$ cat config.mk
export PLATFORM = sky130hd
export DESIGN_NAME = sdis_cell
export DESIGN_NICKNAME = d
export VERILOG_FILES = /design/src/hw/rtl/sdis_pkg.sv /design/src/hw/rtl/sdis_cell.sv
export SDC_FILE = /design/constraint.sdc
export NUM_CORES = 1
export LEC_CHECK = 0
export BUFFER_PORTS_ARGS = -buffer_cell sky130_fd_sc_hd__buf_2
export CORE_AREA = 2 2 114 116
export CTS_CLUSTER_SIZE = 25
export DETAILED_ROUTE_END_ITERATION = 6
export DIE_AREA = 0 0 116 118
export PLACE_DENSITY = 0.76
export SLEW_MARGIN = 20
export SYNTH_ARGS = -nofsm -noshare
export SYNTH_HDL_FRONTEND = slang
export SYNTH_SLANG_ARGS = --single-unit
$ cat constraint.sdc
create_clock -name i_clk -period 8.75 [get_ports i_clk]
set_input_delay 1.75 -clock i_clk [delete_from_list [all_inputs] [get_ports i_clk]]
set_output_delay 1.75 -clock i_clk [all_outputs]
set_load 0.1 [all_outputs]
$ cat src/hw/rtl/sdis_pkg.sv
// Shared types and constants for the stable descending index sort.
package sdis_pkg;

    // Field widths fixed by the item format.
    localparam int HEAT_W        = 64;
    localparam int POS_W         = 6;
    localparam int MAX_ITEMS_DEF = 64;

    // Contents of one sorting cell: a key and the arrival position it came with.
    typedef struct packed {
        logic signed [HEAT_W-1:0] key;
        logic        [POS_W-1:0]  pos;
    } t_cell;

    // Per-cycle command broadcast from the controller to every cell.
    typedef struct packed {
        logic insert;  // place the new beat into the chain
        logic drain;   // shift the chain one cell toward the head
    } t_cell_ctrl;

endpackage

$ cat src/hw/rtl/sdis_cell.sv
// One cell of the systolic insertion chain.
module sdis_cell #(
    parameter int CNT_W = 7,
    parameter int IDX   = 0
) (
    input  logic                    i_clk,
    input  sdis_pkg::t_cell_ctrl    i_ctrl,
    input  logic [CNT_W-1:0]        i_count,
    input  sdis_pkg::t_cell         i_new,
    input  sdis_pkg::t_cell         i_prev,
    input  logic                    i_prev_take,
    input  sdis_pkg::t_cell         i_next,
    output sdis_pkg::t_cell         o_cell,
    output logic                    o_take
);
    import sdis_pkg::*;

    localparam logic [CNT_W-1:0] IDX_C = CNT_W'(IDX);

    t_cell r_cell;
    t_cell n_cell;

    // The new key belongs at or before this cell when the cell is empty or
    // holds a strictly smaller key; equal keys stay ahead, keeping the sort stable.
    assign o_take = (IDX_C >= i_count) || (r_cell.key < i_new.key);

    // Insert pushes the tail down one cell; drain pulls the chain toward the head.
    always_comb begin
        n_cell = r_cell;
        if (i_ctrl.insert) begin
            if (i_prev_take) begin
                n_cell = i_prev;
            end else if (o_take) begin
                n_cell = i_new;
            end
        end else if (i_ctrl.drain) begin
            n_cell = i_next;
        end
    end

    always_ff @(posedge i_clk) begin
        r_cell <= n_cell;
    end

    assign o_cell = r_cell;

endmodule

# == After elaboration in Yosys (flattened, before gate mapping) ==
# Index checks and enable logic that the tools add are counted.
# totals
register_bits,70
latchBits,0
ramBits,0
mem_bits_ro,0
input_bits,221
output_inout_bits,71
mem_count,0
# classes
addsub,0
n_mul,0
n_div,0
order_cmp,2
eq_ne,1
shift,0
mux,4
bitwise_logic,0
reduce_logical,3
# op_table
cell,count
$mux W70,4
$lt A64 B64 Y1,1
$ge A1 B7 Y1 const A,1
$ne A3 B1 Y1 const B,1
$reduce_and A2 Y1,1
$reduce_bool A2 Y1,1
$logic_or A1 B1 Y1,1

# == Depth between registers and ports, before layout ==
# depth
ltp_word,5
depth_mapped,10
mapped_depth_nobuf,10

# == Worst setup path before layout ==
# No wires, ideal clock.
# synth_timing
path_kind,input-to-reg
from,input i_new[51] (netlist bit)
to,"register r_cell, in the netlist o_cell[0] (enable)"
setup_ns,0.521
arrival_time_ns,6.600
slack_ns,1.629
stages,10
path_buffers,0
path_cell_list,inv_1 -> ha_1 -> a21o_1 -> a21o_1 -> a22oi_1 -> o211ai_1 -> a221oi_2 -> o211ai_1 -> xnor2_1 -> a21oi_1
# synth_via
elab_chain_len,4
# synth_lines
item,line,rtl
from (decl),sdis_cell.sv:9,"input sdis_pkg::t_cell i_new,"
$lt A64 B64 Y1,sdis_cell.sv:25,assign o_take = (IDX_C >= i_count) || (r_cell.key < i_new.key);
$logic_or A1 B1 Y1,sdis_cell.sv:25,
$ne A3 B1 Y1 (no line),--,
$reduce_and A2 Y1 (no line),--,
to (signal assigned),sdis_cell.sv:42,r_cell <= n_cell;
to (decl),sdis_cell.sv:20,t_cell r_cell;
# Every way passes these cells.
# A chain may end at the register's enable or synchronous reset.

# == Final worst setup path ==
# layout_timing
from,input i_new[9] (netlist bit)
to,output o_take
# layout_via
elab_chain_len,2
# layout_lines
item,line,rtl
$lt A64 B64 Y1,sdis_cell.sv:25,
$logic_or A1 B1 Y1,sdis_cell.sv:25,
to (decl),sdis_cell.sv:14,output logic o_take
# Every way passes these cells.

==> flow_metrics.py <==
metrics = {
    "die": {
        "fp.dieH_um": 118,
        "initial_core_util": 0.416,
        "die-area_um2": 13700,
        "rows": 41,
        "chipWidth_um": 116,
        "io_pins": 292,
        "coreArea_um2": 12400,
    },
    "synth": {
        "synth_nets": 815,
        "yosysUniqueCellTypes": 29,
        "yosys.area.top_type": "edfxtp_1",
        "ys_ff_latch": 70,
        "ys.warnings.count": 0,
        "synth_area_um2": 5160,
        "yosys-top-cells-count": "a21oi_1, nor2_1, edfxtp_1, mux2i_1, inv_1",
        "ys_seq_area_frac": 0.407,
        "synth-main-ff-cell": "edfxtp_1",
        "synth.avg_cell_area_um2": 9.72,
        "synthArstFlopShare": 0,
        "yosysMostFrequentCell": "a21oi_1",
        "synth_edf_count": 70,
        "synth_top_cell_area_share": 0.407,
        "synthTopCellsByArea": "edfxtp_1, ha_1, mux2i_1, a21oi_1, nor2_1",
        "synth_cells": 531,
    },
    "routing": {
        "routedWlPerCell_um": 14.6,
        "finalWirelength_um": 14400,
        "dr.first_iter.drc_count": 211,
        "drt-pass1-iter-count": 4,
        "vias": 4841,
        "ant_nets": 0,
        "via_per_inst": 4.89,
        "drcViolationCount": 0,
    },
    "clocking": {
        "cts.clk_slew.worst_paths_ps": 60,
        "ctsLongestPathBuffers": 2,
        "cts_root_buffer": "clkbuf_16",
        "tritoncts": "built",
        "cts_hold_buf": 0,
        "cts_buffers": 9,
        "clk_latency_ps": 330,
        "ctsResizeCount": 0,
        "cts_setup_buffers": 0,
        "cts.sinks": 70,
        "htreeDepth": 3,
    },
    "sta": {
        "rsz0062_at_grt": "no",
        "setup_violations": 0,
        "slew_violations": 0,
        "fin_skew_ps": 11.0,
        "relSlewSlack": 0.355,
        "final-hold-violation-count": 0,
        "finalCriticalPeriod_ps": 5790,
        "tightest_slew_ps": 966,
        "tns_ps": 0,
        "fmax_mhz": 173,
        "finalCritPeriodShare": 0.662,
        "setup_slack_ps": 2960,
    },
    "pwr": {
        "p_int_uw": 843,
        "p_clk_frac": 0.280,
        "combPwrFrac": 0.413,
        "pwr-share-seq": 0.307,
        "ir_drop_mv": 0.0949,
        "leakagePower_uw": 0.00373,
        "switching_share": 0.420,
        "pwr_density_cell_nw_per_um2": 205,
        "netSwitchingPower_uw": 612,
    },
    "critical_path": {
        "cp_cell_sequence": "buf_2 -> inv_1 -> ha_1 -> o21a_1 -> nor2_1 -> nor4_1 -> o21ai_0 -> o211a_1 -> o211ai_1 -> xnor2_1 -> nand2b_1 -> buf_2",
        "worstSetupStartpointType": "input port",
        "critPathCapture": "o_take",
        "r2r_setup_slack_ps": 4910,
        "cpMostUsedCell": "buf_2",
        "cp.arrival_ps": 4040,
        "path_class": "in2out",
        "required_ps": 7000,
        "reg2reg_from": "o_cell[9]",
        "crit_start": "i_new[9]",
        "crit_path_end_kind": "output pin",
        "timing.rr.end": "o_cell[7]",
        "reg2regPathDepth": 10,
        "cpPeakStageDelay_ps": 420,
        "crit_fanout": 2,
        "cp_slowest_cell": "buf_2",
    },
    "status": {
        "status": "finished, final reports clean",
    },
    "placement": {
        "place.gp.congestion": 0.873,
        "hpwlAfterDp_um": 11900,
        "io_buffers": 291,
        "pre_cts_ws_ps": 2890,
        "post-place-cells": 973,
    },
    "final_layout": {
        "largest_reg_flops": 70,
        "fin_util": 0.572,
        "final_cells": 989,
        "seq_area_um2": 2100,
        "antennaDiodeCount": 0,
        "layout.nets": 1096,
        "n_fill_cell": 1138,
        "multi_input_area_um2": 2720,
        "syn2layout_area_growth_pct": 37.7,
        "drive_gt1_frac": 0.381,
    },
    "global_routing": {
        "antenna_found_initial": 0,
        "grt_pass1_wl_um": 21900,
        "grt_start_max_net_pins": 74,
        "grt_usage": 0.204,
        "overflow": 0,
        "grt_pass1_vias": 4648,
    },
    "min_path": {
        "hold_path.class": "reg2reg",
    },
    "flow_run": {
        "drv_cap": 0,
    },
}
layout make-up:
type	instances	share of cell area
flip-flops and latches	70	0.296
well taps	172	0.0303
multi-input cells	370	0.383
clock inverters	5	0.0137
clock buffers	11	0.0328
repair buffers	294	0.209
inverters	67	0.0354
metrics by stage:
step	power (µW)	hold WS [ps]	area, µm²
after floorplan	913	1980	5160
after global placement	1050	1220	6770
after detailed placement	1060	1230	6770
after CTS	1470	1250	7100
after global routing	1520	1330	7100
final	1460	1210	7100
per-layer routing:
metal  part of all wire  wire length (µm)  GRT usage  vias up
met4              0.018               255     0.0640        0
met1               0.40              5780      0.236     2133
met5                  0                 0          0        -
met3              0.073              1050     0.0376       19
met2               0.51              7340      0.374      210
li1                   -                 -          -     2479
cell families (layout without fill, tap and decap cells):
kind of cell	after synthesis	after routing	share of synthesized area
compound gates	126	126	0.136
mux	70	70	0.136
simple gates	110	110	0.0989
xor+xnor	1	1	0.00170
buf+inv	91	377	0.0677
flops	70	70	0.407
fa+ha+maj	63	63	0.153
power by group through the flow:
stage	Clock (µW)	Sequential, µW	Combinational, µW
detailed placement	0	454	602
global placement	0	452	597
finish	408	447	600
global route	431	452	637
CTS	417	448	604
floorplan	0	746	167
cells in the final DEF (no fill, tap or decap), types with 2 or more instances in the layout:
cell type,Yosys,final
buf_2,6,289
a21oi_1,93,92
nor2_1,75,75
mux2i_1,70,70
edfxtp_1,70,70
inv_1,67,67
ha_1,63,63
nand4_1,14,14
a21o_1,12,12
nand2_1,10,10
o21ai_0,10,10
clkbuf_16,0,9
buf_4,0,5
nor4_1,3,3
bufinv_16,0,3
o21a_1,2,2
a211oi_1,2,2
nand2b_1,2,2
nor4_4,2,2
o211ai_1,2,2
clkinv_1,0,2
clkbuf_1,16,2
critical path, delay by kind of cell:
family,cells,cell delay [ps]
buf+inv,3,550
xor+xnor,1,190
compound gates,4,740
simple gates,3,540
fa+ha+maj,1,260
how the worst min path moves through the flow:
stage,start,end,slack (ps),depth (start not counted)
floorplan,i_next[38],o_cell[38],1980,2
global placement,o_cell[69],o_cell[64],1220,3
detailed placement,o_cell[69],o_cell[62],1230,3
CTS,o_cell[69],o_cell[59],1250,3
global route,o_cell[69],o_cell[69],1330,3
finish,o_cell[69],o_cell[64],1210,3
Power figures use the tool's default switching activity.
